===== config.mk =====
export PLATFORM = sky130hd
export DESIGN_NAME = hpid_regs
export DESIGN_NICKNAME = d
export VERILOG_FILES = /design/src/rtl/core/hpid_pkg.sv /design/src/rtl/core/hpid_regs.sv
export SDC_FILE = /design/constraint.sdc
export NUM_CORES = 1
export LEC_CHECK = 0
export BUFFER_PORTS_ARGS = -buffer_cell sky130_fd_sc_hd__clkbuf_2
export CELL_PAD_IN_SITES_DETAIL_PLACEMENT = 1
export CELL_PAD_IN_SITES_GLOBAL_PLACEMENT = 1
export CORE_ASPECT_RATIO = 0.8
export CORE_MARGIN = 4
export CORE_UTILIZATION = 39
export DETAILED_ROUTE_END_ITERATION = 8
export GPL_TIMING_DRIVEN = 0
export PLACE_DENSITY = 0.89
export SETUP_SLACK_MARGIN = 0.4
export SYNTH_ARGS = -nofsm -noshare
export SYNTH_HDL_FRONTEND = slang
export SYNTH_SLANG_ARGS = --single-unit

===== constraint.sdc =====
create_clock -name clk -period 1.5 [get_ports clk]
set_input_delay 0.15 -clock clk [delete_from_list [all_inputs] [get_ports clk]]
set_output_delay 0.15 -clock clk [all_outputs]
set_load 0.02 [all_outputs]

===== src/rtl/core/hpid_pkg.sv =====
package hpid_pkg;

	// APB address width: eight 32-bit registers at byte addresses 4*i.
	localparam int ADDR_W = 5;

	// Configuration register indexes.
	typedef enum logic [2:0] {
		REG_GAIN_P        = 3'd0,
		REG_GAIN_I        = 3'd1,
		REG_GAIN_D        = 3'd2,
		REG_TARGET_TEMP   = 3'd3,
		REG_RAMP_STEP     = 3'd4,
		REG_OVERTEMP      = 3'd5,
		REG_BOOST_ENTER   = 3'd6,
		REG_BOOST_LEAVE   = 3'd7
	} reg_idx_t;

	// Input opcodes.
	localparam logic OP_TICK  = 1'b0;
	localparam logic OP_CLEAR = 1'b1;

	// How the drive of a result is formed.
	typedef enum logic [1:0] {
		DRV_ZERO = 2'd0,
		DRV_FULL = 2'd1,
		DRV_PID  = 2'd2
	} drive_sel_t;

	// One input transaction.
	typedef struct packed {
		logic               opcode;
		logic signed [15:0] temperature;
		logic [39:0]        time_ms;
	} in_item_t;

	// One result transaction.
	typedef struct packed {
		logic [14:0]        drive;
		logic signed [15:0] ramped_target;
		logic               boosting;
		logic               locked_out;
	} out_item_t;

	// Configuration register contents.
	typedef struct packed {
		logic [15:0]        gain_p;
		logic [15:0]        gain_i_per_tick;
		logic [15:0]        gain_d_per_tick;
		logic signed [15:0] target_temp;
		logic [11:0]        ramp_step;
		logic [14:0]        overtemp_margin;
		logic [14:0]        boost_enter_margin;
		logic [14:0]        boost_leave_rise;
	} cfg_t;

	// Setpoint load request raised by a configuration write.
	typedef struct packed {
		logic               load;
		logic signed [15:0] value;
	} sp_load_t;

endpackage


===== src/rtl/core/hpid_regs.sv =====
module hpid_regs
	import hpid_pkg::*;
(
	input  logic              clk,
	input  logic              arst_n,
	input  logic              psel,
	input  logic              penable,
	input  logic              pwrite,
	input  logic [ADDR_W-1:0] paddr,
	input  logic [31:0]       pwdata,
	output logic [31:0]       prdata,
	output logic              pready,
	output cfg_t              cfg,
	output sp_load_t          sp_load
);

	logic     wr_en;
	reg_idx_t idx;
	cfg_t     cfg_q;

	assign pready = 1'b1;
	assign wr_en  = psel && penable && pwrite;
	assign idx    = reg_idx_t'(paddr[ADDR_W-1:2]);
	assign cfg    = cfg_q;

	// Register file, written in the access phase of a write transaction.
	always_ff @(posedge clk or negedge arst_n) begin
		if (!arst_n) begin
			cfg_q.gain_p             <= 16'd256;
			cfg_q.gain_i_per_tick    <= 16'd0;
			cfg_q.gain_d_per_tick    <= 16'd0;
			cfg_q.target_temp        <= 16'sd0;
			cfg_q.ramp_step          <= 12'd0;
			cfg_q.overtemp_margin    <= 15'd160;
			cfg_q.boost_enter_margin <= 15'd320;
			cfg_q.boost_leave_rise   <= 15'd160;
		end else if (wr_en) begin
			case (idx)
				REG_GAIN_P:      cfg_q.gain_p             <= pwdata[15:0];
				REG_GAIN_I:      cfg_q.gain_i_per_tick    <= pwdata[15:0];
				REG_GAIN_D:      cfg_q.gain_d_per_tick    <= pwdata[15:0];
				REG_TARGET_TEMP: cfg_q.target_temp        <= $signed(pwdata[15:0]);
				REG_RAMP_STEP:   cfg_q.ramp_step          <= pwdata[11:0];
				REG_OVERTEMP:    cfg_q.overtemp_margin    <= pwdata[14:0];
				REG_BOOST_ENTER: cfg_q.boost_enter_margin <= pwdata[14:0];
				REG_BOOST_LEAVE: cfg_q.boost_leave_rise   <= pwdata[14:0];
				default: ;
			endcase
		end
	end

	// A new target while the ramp is off, or turning the ramp off, snaps the controlled setpoint.
	always_comb begin
		sp_load.load  = 1'b0;
		sp_load.value = cfg_q.target_temp;
		if (wr_en) begin
			case (idx)
				REG_TARGET_TEMP: begin
					sp_load.load  = (cfg_q.ramp_step == 12'd0);
					sp_load.value = $signed(pwdata[15:0]);
				end
				REG_RAMP_STEP: begin
					sp_load.load = (pwdata[11:0] == 12'd0);
				end
				default: ;
			endcase
		end
	end

	// Read mux.
	always_comb begin
		case (idx)
			REG_GAIN_P:      prdata = {16'd0, cfg_q.gain_p};
			REG_GAIN_I:      prdata = {16'd0, cfg_q.gain_i_per_tick};
			REG_GAIN_D:      prdata = {16'd0, cfg_q.gain_d_per_tick};
			REG_TARGET_TEMP: prdata = {{16{cfg_q.target_temp[15]}}, cfg_q.target_temp};
			REG_RAMP_STEP:   prdata = {20'd0, cfg_q.ramp_step};
			REG_OVERTEMP:    prdata = {17'd0, cfg_q.overtemp_margin};
			REG_BOOST_ENTER: prdata = {17'd0, cfg_q.boost_enter_margin};
			REG_BOOST_LEAVE: prdata = {17'd0, cfg_q.boost_leave_rise};
			default:         prdata = 32'd0;
		endcase
	end

endmodule

==> results of run 1 <==
==> critical path: stages, from the launching register on <==
cell	delay [ns]
dfrtp_1	0.42
nand2b_1	0.15
a221oi_2	0.32
a21oi_1	0.12
a21oi_2	0.19
clkbuf_8	0.17
==> through the flow <==
| stage | std cells | cell area (um^2) | total power (W) | hold slack (ns) |
|---|---|---|---|---|
| after floorplan | 456 | 6350 | 0.00679 | -0.146 |
| after global placement | 838 | 7560 | 0.00810 | 0.416 |
| after detailed placement | 839 | 7590 | 0.00830 | 0.140 |
| after CTS | 942 | 10200 | 0.0137 | 0.00906 |
| after global routing | 993 | 11300 | 0.0160 | 0.0400 |
| final | 993 | 11300 | 0.0157 | 0.0253 |
==> power groups by stage <==
stage,Sequential (W),Clock [W],Combinational [W]
2_1_floorplan,0.00526,0,0.00153
3_3_place_gp,0.00455,0,0.00354
3_5_place_dp,0.00464,0,0.00366
4_1_cts,0.00459,0.00390,0.00516
5_1_grt,0.00488,0.00428,0.00679
6_report,0.00487,0.00414,0.00666
==> repair_timing <==
item	4_1_cts	5_1_grt
hold endpoints to repair	47	0
resized for setup	352	270
endpoints found under the setup margin	242	327
buffers inserted	64	48
cloned	6	3
pin swaps	30	30
hold buffers	1	0
==> synth_stat cells, types with 4 or more instances <==
library cell / n / area (um^2)
a21oi_1: 32 / 160
a221oi_1: 10 / 87.6
a22o_1: 11 / 96.3
and3_1: 5 / 31.3
buf_2: 11 / 55.1
buf_4: 21 / 158
buf_6: 8 / 90.1
clkbuf_1: 4 / 15.0
dfrtp_1: 114 / 2850
dfstp_2: 7 / 184
inv_1: 12 / 45.0
mux2_1: 47 / 529
mux2_2: 48 / 541
mux2_4: 29 / 435
mux2i_1: 12 / 120
mux4_2: 5 / 113
nand2_1: 5 / 18.8
nand2b_1: 10 / 62.6
nor2_1: 26 / 97.6
nor2b_1: 5 / 31.3
nor4_1: 6 / 37.5
==> cell type report <==
cell class,instances,area [um^2]
Buffer,47,578
Clock buffer,25,515
Fill cell,1302,3740
Clock inverter,7,41.3
Timing Repair Buffer,315,3440
Tap cell,189,236
Multi-Input combinational cell,277,3320
Inverter,12,45.0
Sequential cell,121,3090
==> worst paths after layout <==
check	end	cells past startpoint	start
setup / recovery	prdata[7]	5	cfg[96]$_DFFE_PN0P_
hold / removal	cfg[104]$_DFFE_PN0P_	2	pwdata[15]
setup reg to reg	cfg[75]$_DFFE_PN0P_	4	cfg[75]$_DFFE_PN0P_
hold reg to reg	cfg[83]$_DFFE_PN0P_	1	cfg[83]$_DFFE_PN0P_
max in group asynchronous	cfg[29]$_DFFE_PN0P_	3	arst_n
min in group asynchronous	cfg[26]$_DFFE_PN0P_	2	arst_n
==> cells in the final DEF (no fill, tap or decap), drive strengths merged, types with 2 or more instances in the layout <==
cell type  netlist  routed
a311oi           3       3
nor4             6       6
buf             43     277
nor2            27      27
dfstp            7       7
a22oi            2       2
nand2            6       6
inv             12      12
nand2b          10      10
mux2           124     124
a22o            11      11
mux2i           12      12
and3             5       6
clkbuf           4     109
a221oi          10      10
and2b            2       2
o21ai            2       2
nor3             3       3
a21oi           32      32
dfrtp          114     114
nor2b            5       5
mux4             5       5
clkinv           0       6
==> cells by family after synthesis <==
group	Yosys count	share of synthesized area [%]
buffers and inverters	59	6.27
multiplexers	141	29.1
flip-flops	121	50.9
other	1	0.0629
AO/OA/AOI/OAI	65	7.28
AND/OR/NAND/NOR	69	6.32
==> routing by layer <==
layer	share of wire, %	wire [um]
met2	47	17900
met1	36	13900
met5	0.034	13
met3	9.5	3620
met4	7.1	2710
==> impl_metrics.env, run 1 <==
export IMPL_syn2layout_area_growth_pct=89.0
export IMPL_grt_use_met1_pct=41.9
export IMPL_end_kind="output pin"
export IMPL_clockPowerShare_pct=26.4
export IMPL_peakVddDrop_uv=1200
export IMPL_synth_fp_nets=498
export IMPL_die_h_um=119
export IMPL_power_density_nw_per_um2=1390
export IMPL_path_class="reg -> out"
export IMPL_fp_dieW_um=146
export IMPL_cts_buffers=17
export IMPL_n_antenna_cell=0
export IMPL_post_route_util_pct=75.1
export IMPL_hpwl_um=15600
export IMPL_drive_above_1_share_pct=81.0
export IMPL_initial_core_util_pct=39.7
export IMPL_grt_util_met2_pct=56.8
export IMPL_p_int_w=0.00980
export IMPL_routed_wl_um=38100
export IMPL_finClkSkew_ns=0
export IMPL_drc=0
export IMPL_vias=6279
export IMPL_first_global_vias=6305
export IMPL_ctsLongestPathBuffers=2
export IMPL_p_sw_share_pct=37.4
export IMPL_use_met3_pct=10.1
export IMPL_crit_arrival_ns=1.84
export IMPL_rsz0062_at_grt="true"
export IMPL_die_area_um2=17300
export IMPL_grt_pass1_wl_um=44400
export IMPL_ys_seq_area_share_pct=50.9
export IMPL_cts_max_level=4
export IMPL_wl_per_cell_um=38.4
export IMPL_largest_reg_flops=121
export IMPL_drt_iter0_markers=577
export IMPL_power_net_switching_w=0.00587
export IMPL_setup_viol=64
export IMPL_synth_seq_cells=121
export IMPL_crit_required_ns=1.35
export IMPL_period_share_pct=133
export IMPL_drtAntennaViolNets=0
export IMPL_core_um2=15000
export IMPL_cts_tree="yes"
export IMPL_async_reset_ff_share_pct=100
export IMPL_pwr_share_comb_pct=42.5
export IMPL_status="finished, violations left"
export IMPL_clkTransAtPathRegs_ns=0.07
export IMPL_drv_cap=0
export IMPL_routed_via_density=6.32
export IMPL_syn_inst=456
export IMPL_gr_total_overflow=0
export IMPL_reg2reg_slack_ns=0.30
export IMPL_synth_cell_type_count=43
export IMPL_cts_sinks=121
export IMPL_p_leak_nw=5.32
export IMPL_port_buffers=193
export IMPL_busiest_layer="met2"
export IMPL_top_level_ports=213
export IMPL_min_period_ns=1.99
export IMPL_fmax_mhz=502
export IMPL_timing_final_hold_violations=0
export IMPL_relSlewSlack_pct=58.4
export IMPL_startpoint_type="register"
export IMPL_synthesis_area_um2=5960
export IMPL_clk_latency_ns=0.44
export IMPL_seqPwrFrac_pct=31.1
export IMPL_clockRootBuffer="clkbuf_16"
export IMPL_fin_nets=833
export IMPL_place_worst_setup_slack_ns=-0.441
export IMPL_grt_antenna_before_repair=1
export IMPL_gr_usage_all_layers_pct=35.0
export IMPL_synth_edf_count=0
export IMPL_gp_congestion=0.799
export IMPL_grt_max_degree=71
export IMPL_hold_class="in -> reg"
export IMPL_drv_slew=0
export IMPL_failed_checks="setup timing"
export IMPL_worst_slew_pin_slew_ns=0.618
export IMPL_timing_setup_tns_ns=-12.26
export IMPL_synth_flop_cell="dfrtp_1"
export IMPL_setup_ws_ns=-0.490
export IMPL_worst_path_max_fanout=2
export IMPL_avgSynthCellArea_um2=13.1
export IMPL_row_count=40
export IMPL_drt_first_pass_iters=5
export IMPL_ys_warnings_count=0
Note: power is estimated with default switching activity, not from simulation.
==> inputs of run 2 (changes only) <==
--- a/config.mk
+++ b/config.mk
@@ -10,10 +10,10 @@
 export CELL_PAD_IN_SITES_GLOBAL_PLACEMENT = 1
 export CORE_ASPECT_RATIO = 0.8
 export CORE_MARGIN = 4
-export CORE_UTILIZATION = 39
+export CORE_UTILIZATION = 35
 export DETAILED_ROUTE_END_ITERATION = 8
 export GPL_TIMING_DRIVEN = 0
-export PLACE_DENSITY = 0.89
+export PLACE_DENSITY = 0.85
 export SETUP_SLACK_MARGIN = 0.4
 export SYNTH_ARGS = -nofsm -noshare
 export SYNTH_HDL_FRONTEND = slang
==> constraint.sdc (replaced) <==
create_clock -name clk -period 1.7 [get_ports clk]
set_input_delay 0.17 -clock clk [delete_from_list [all_inputs] [get_ports clk]]
set_output_delay 0.17 -clock clk [all_outputs]
set_load 0.02 [all_outputs]
==> run 2 against run 1 <==
Utilization fell by 15 points. Clock skew unchanged. Clock-buffer cell count decreased by 2. Register-to-register slack improved by 0.23 ns. The flow still finishes with violations (setup timing). Combinational power fell by 30%. Highest routed layer is now met4. Routed wire length shrank 28%. Non-clock buffer count fell by 43. Largest cell class is now flip-flops and latches. First-iteration DRC count down 53%. Final cell count fell by 1.2%. Design area decreased by 11%. Hold slack improved by 0.0084 ns.
==> impl_metrics.env, run 2 (same netlist as run 1, synthesis figures left out) <==
export IMPL_crit_arrival_ns=1.76
export IMPL_row_count=42
export IMPL_largest_reg_flops=121
export IMPL_top_level_ports=213
export IMPL_cts_tree="yes"
export IMPL_seqPwrFrac_pct=32.7
export IMPL_drc=0
export IMPL_total_power_w=0.0124
export IMPL_p_leak_nw=4.77
export IMPL_clockPowerShare_pct=29.6
export IMPL_routed_via_density=5.41
export IMPL_path_class="reg -> out"
export IMPL_grt_max_degree=76
export IMPL_failed_checks="setup timing"
export IMPL_drv_slew=0
export IMPL_setup_ws_ns=-0.228
export IMPL_final_cell_mix="dfrtp_1, buf_6, clkbuf_2"
export IMPL_hold_start="pwdata[15]"
export IMPL_routed_wl_um=27600
export IMPL_multiInputGateArea_um2=3010
export IMPL_layout_commonest_cell="dfrtp_1"
export IMPL_die_area_um2=19200
export IMPL_port_buffers=193
export IMPL_clockRootBuffer="clkbuf_16"
export IMPL_drtAntennaViolNets=0
export IMPL_drv_cap=0
export IMPL_timing_final_hold_violations=0
export IMPL_worstHoldPathCells=2
export IMPL_power_density_nw_per_um2=1240
export IMPL_hpwl_um=16300
export IMPL_drt_first_pass_iters=4
export IMPL_fillers=1678
export IMPL_clk_latency_ns=0.43
export IMPL_die_h_um=125
export IMPL_cts_buffers=17
export IMPL_grt_antenna_before_repair=0
export IMPL_p_int_w=0.00809
export IMPL_min_period_ns=1.93
export IMPL_wl_per_cell_um=28.1
export IMPL_fmax_mhz=519
export IMPL_vias=5311
export IMPL_pwr_share_comb_pct=37.7
export IMPL_status="finished, violations left"
export IMPL_rr_endpoint="cfg[72]$_DFFE_PN0P_"
export IMPL_core_um2=16600
export IMPL_gr_total_overflow=0
export IMPL_p_sw_share_pct=34.8
export IMPL_fp_dieW_um=154
export IMPL_grt_pass1_wl_um=39000
export IMPL_n_antenna_cell=0
export IMPL_reg2reg_depth=4
export IMPL_drive_above_1_share_pct=70.2
export IMPL_finClkSkew_ns=0
export IMPL_gp_congestion=0.770
export IMPL_drt_iter0_markers=272
export IMPL_rsz0062_at_grt="true"
export IMPL_worst_path_max_fanout=2
export IMPL_hold_class="in -> reg"
export IMPL_peakVddDrop_uv=672
export IMPL_seqCellArea_um2=3050
export IMPL_whs_endpoint="cfg[104]$_DFFE_PN0P_"
export IMPL_r2r_start="cfg[72]$_DFFE_PN0P_"
export IMPL_cts_max_level=4
export IMPL_fin_nets=790
export IMPL_end_kind="output pin"
export IMPL_syn2layout_area_growth_pct=67.6
export IMPL_clkTransAtPathRegs_ns=0.06
export IMPL_first_global_vias=5874
export IMPL_gr_usage_all_layers_pct=27.3
export IMPL_power_net_switching_w=0.00431
export IMPL_reg2reg_slack_ns=0.53
export IMPL_hold_ws_ns=0.0337
export IMPL_cts_sinks=121
export IMPL_period_share_pct=113
export IMPL_crit_required_ns=1.53
export IMPL_initial_core_util_pct=35.9
export IMPL_startpoint_type="register"
export IMPL_setup_viol=29
export IMPL_ctsLongestPathBuffers=2
[run 2: what timing repair did]
action,4_1_cts,5_1_grt
endpoints found under the hold margin,44,0
buffers inserted,48,26
hold buffers,1,0
resized for setup,195,192
endpoints found under the setup margin,76,133
cloned,4,0
pin swaps,29,16
[run 2: critical path: stages (launching register included)]
cell      delay (ns)
dfrtp_1         0.40
nor2b_1         0.23
o21ai_0         0.16
a311oi_4        0.32
clkbuf_8        0.21
[run 2: stage by stage]
| step | TNS [ns] | area [um^2] | instances | setup slack (ns) | util (%) |
|---|---|---|---|---|---|
| floorplan | 0 | 6270 | 456 | 0.305 | - |
| global placement | -163.57 | 7510 | 869 | -1.57 | 45.2 |
| detailed placement | -8.27 | 7550 | 870 | -0.326 | 45.5 |
| CTS | -1.00 | 9320 | 955 | -0.224 | 56.1 |
| global route | -3.37 | 9990 | 981 | -0.261 | 60.2 |
| finish | -2.00 | 9990 | 981 | -0.228 | 60.2 |
[run 2: area by class of cell]
| cell class | instances | area share [%] |
|---|---|---|
| sequential | 121 | 30.5 |
| multi-input combinational | 277 | 30.1 |
| timing repair buffer | 272 | 25.0 |
| buffer | 47 | 5.45 |
| clock buffer | 23 | 4.48 |
| tap | 220 | 2.75 |
| clock inverter | 9 | 1.24 |
| inverter | 12 | 0.451 |
[run 2: worst max-delay path by stage]
stage,slack [ns],cells after the start,to,from
floorplan,0.31,2,prdata[10],cfg[83]$_DFFE_PN0P_
global placement,-1.57,1,cfg[55]$_DFFE_PN0P_,arst_n
detailed placement,-0.33,7,prdata[2],paddr[2]
CTS,-0.22,3,prdata[10],cfg[55]$_DFFE_PN0P_
global route,-0.26,5,prdata[14],cfg[87]$_DFFE_PN0P_
finish,-0.23,4,prdata[14],cfg[29]$_DFFE_PN0P_
[run 2: power by group through the flow]
stage	logic, W	registers (W)	clock network [W]
floorplan	0.00132	0.00461	0
global placement	0.00312	0.00400	0
detailed placement	0.00321	0.00408	0
CTS	0.00403	0.00397	0.00364
global route	0.00488	0.00412	0.00384
finish	0.00467	0.00406	0.00367
[run 2: routing by layer]
metal  vias to the layer above  wire, um  track usage [%]
met5                         -         0                0
met4                         0       701             11.6
met3                        55      1560             6.70
met2                       201     14300             46.0
met1                      2823     11100             33.3
li1                       2232         -                -
==> inputs of run 3 (changes only) <==
--- a/config.mk
+++ b/config.mk
@@ -6,6 +6,7 @@
 export NUM_CORES = 1
 export LEC_CHECK = 0
 export BUFFER_PORTS_ARGS = -buffer_cell sky130_fd_sc_hd__clkbuf_2
+export CAP_MARGIN = 0
 export CELL_PAD_IN_SITES_DETAIL_PLACEMENT = 1
 export CELL_PAD_IN_SITES_GLOBAL_PLACEMENT = 1
 export CORE_ASPECT_RATIO = 0.8
@@ -13,7 +14,7 @@
 export CORE_UTILIZATION = 35
 export DETAILED_ROUTE_END_ITERATION = 8
 export GPL_TIMING_DRIVEN = 0
-export PLACE_DENSITY = 0.85
+export PLACE_DENSITY_LB_ADDON = 0.1
 export SETUP_SLACK_MARGIN = 0.4
 export SYNTH_ARGS = -nofsm -noshare
 export SYNTH_HDL_FRONTEND = slang
==> constraint.sdc (replaced) <==
create_clock -name clk -period 1.7 [get_ports clk]
set_input_delay 0.17 -clock clk [delete_from_list [all_inputs] [get_ports clk]]
set_output_delay 0.17 -clock clk [all_outputs]
set_load 0.005 [all_outputs]
==> run 3 against run 2 <==
Worst setup slack better by 0.073 ns. Non-clock buffer count is 18 lower. Largest cell class unchanged. Final cell count fell by 1.8%. Critical path type unchanged. Highest routed layer unchanged. Combinational power is 36% lower. The flow still finishes with violations (setup timing). Power is 18% lower. Design area shrank 9.5%. Sequential share of layout area up 3.1 points. Clock skew is the same. Clock power down 13%.
==> impl_metrics.env, run 3 (same netlist as run 1, synthesis figures left out) <==
export IMPL_first_global_vias=5241
export IMPL_cts_tree="yes"
export IMPL_drtAntennaViolNets=0
export IMPL_r2r_start="cfg[90]$_DFFE_PN0P_"
export IMPL_whs_endpoint="cfg[120]$_DFFE_PN0P_"
export IMPL_min_period_ns=1.86
export IMPL_layout_commonest_cell="clkbuf_2"
export IMPL_total_power_w=0.0101
export IMPL_gp_congestion=0.815
export IMPL_clk_latency_ns=0.42
export IMPL_drt_first_pass_iters=5
export IMPL_initial_core_util_pct=35.9
export IMPL_rsz0062_at_grt="true"
export IMPL_fin_nets=772
export IMPL_status="finished, violations left"
export IMPL_fmax_mhz=539
export IMPL_crit_required_ns=1.53
export IMPL_drv_cap=0
export IMPL_hold_class="in -> reg"
export IMPL_grt_max_degree=68
export IMPL_hold_start="pwdata[15]"
export IMPL_multiInputGateArea_um2=2820
export IMPL_peakVddDrop_uv=603
export IMPL_failed_checks="setup timing"
export IMPL_ctsLongestPathBuffers=2
export IMPL_path_class="reg -> out"
export IMPL_grt_pass1_wl_um=33900
export IMPL_end_kind="output pin"
export IMPL_vias=4877
export IMPL_routed_via_density=5.06
export IMPL_reg2reg_slack_ns=0.67
export IMPL_power_density_nw_per_um2=1120
export IMPL_cts_max_level=4
export IMPL_drive_above_1_share_pct=63.5
export IMPL_seqCellArea_um2=3040
export IMPL_finClkSkew_ns=0
export IMPL_die_h_um=125
export IMPL_startpoint_type="register"
export IMPL_worst_path_max_fanout=3
export IMPL_hpwl_um=15000
export IMPL_gr_usage_all_layers_pct=23.6
export IMPL_fp_dieW_um=154
export IMPL_core_um2=16600
export IMPL_setup_viol=5
export IMPL_final_cell_mix="clkbuf_2, dfrtp_1, buf_6"
export IMPL_fillers=1727
export IMPL_timing_setup_tns_ns=-0.406
export IMPL_cts_buffers=17
export IMPL_worstHoldPathCells=2
export IMPL_cts_sinks=121
export IMPL_grt_antenna_before_repair=0
export IMPL_clockRootBuffer="clkbuf_16"
export IMPL_syn2layout_area_growth_pct=51.6
export IMPL_port_buffers=193
export IMPL_setup_ws_ns=-0.155
export IMPL_reg2reg_depth=3
export IMPL_period_share_pct=109
export IMPL_drv_slew=0
export IMPL_n_antenna_cell=0
export IMPL_drt_iter0_markers=219
export IMPL_routed_wl_um=22800
export IMPL_largest_reg_flops=121
export IMPL_gr_total_overflow=0
export IMPL_top_level_ports=213
export IMPL_rr_endpoint="cfg[90]$_DFFE_PN0P_"
export IMPL_p_leak_nw=4.45
export IMPL_timing_final_hold_violations=0
export IMPL_wl_per_cell_um=23.7
export IMPL_drc=0
export IMPL_row_count=42
export IMPL_clkTransAtPathRegs_ns=0.05
export IMPL_crit_arrival_ns=1.69
export IMPL_die_area_um2=19200
==> run 3: cell count changes in the layout (fill, tap and decap cells not counted), sizes merged <==
| cell | delta |
|---|---|
| clkinv | -3 |
| clkinvlp | +1 |
| bufinv | -3 |
| clkbuf | +34 |
| buf | -47 |
==> run 3: how the worst max path moves through the flow <==
stage	start	endpoint	slack, ns
2_1_floorplan	paddr[4]	cfg[118]$_DFFE_PN0P_	0.31
3_3_place_gp	arst_n	cfg[31]$_DFFE_PN0P_	-1.51
3_5_place_dp	paddr[3]	prdata[8]	-0.37
4_1_cts	cfg[55]$_DFFE_PN0P_	prdata[10]	-0.18
5_1_grt	cfg[67]$_DFFE_PN0P_	prdata[10]	-0.20
6_report	cfg[55]$_DFFE_PN0P_	prdata[10]	-0.16
==> run 3: layout make-up <==
cell class / count / share of cell area, %
repair buffers: 254 / 20.3
inverters: 12 / 0.498
plain buffers: 47 / 5.76
multi-input cells: 277 / 31.2
well taps: 220 / 3.04
clock buffers: 28 / 5.38
clock inverters: 4 / 0.249
flip-flops and latches: 121 / 33.6
==> run 3: critical path, cell delays in order (launching register included) <==
cell and delay (ns):
dfrtp_2 0.43, mux4_2 0.47, mux2_4 0.27, clkbuf_2 0.11
==> run 3: power by group <==
group          internal (W)  leakage [nW]  switching, W
Combinational       0.00178          2.68       0.00121
Clock               0.00193         0.246       0.00125
Sequential          0.00348          1.53      0.000494
Total               0.00719          4.45       0.00295
==> run 3: routing by layer <==
metal  share of wire [%]  global-route usage (%)
met5                   0                       0
met2                  47                    36.7
met3                 5.9                    6.39
met1                  46                    32.9
met4                0.79                    5.45
==> run 3: timing repair <==
item,in CTS,in global routing
pin swaps,30,14
setup buffers,44,13
setup endpoints to repair,83,89
cloned,3,0
hold endpoints to repair,52,0
resized for setup,79,98
hold buffers,1,0
==> run 3: per-stage QoR <==
stage	util, %	hold slack, ns	cell area (um^2)	cells	setup slack, ns
2_1_floorplan	-	-0.126	6070	456	0.313
3_3_place_gp	44.1	0.440	7320	869	-1.51
3_5_place_dp	44.3	0.168	7350	870	-0.373
4_1_cts	51.4	0.0198	8530	950	-0.181
5_1_grt	54.4	0.0264	9040	963	-0.202
6_report	54.4	0.0286	9040	963	-0.155
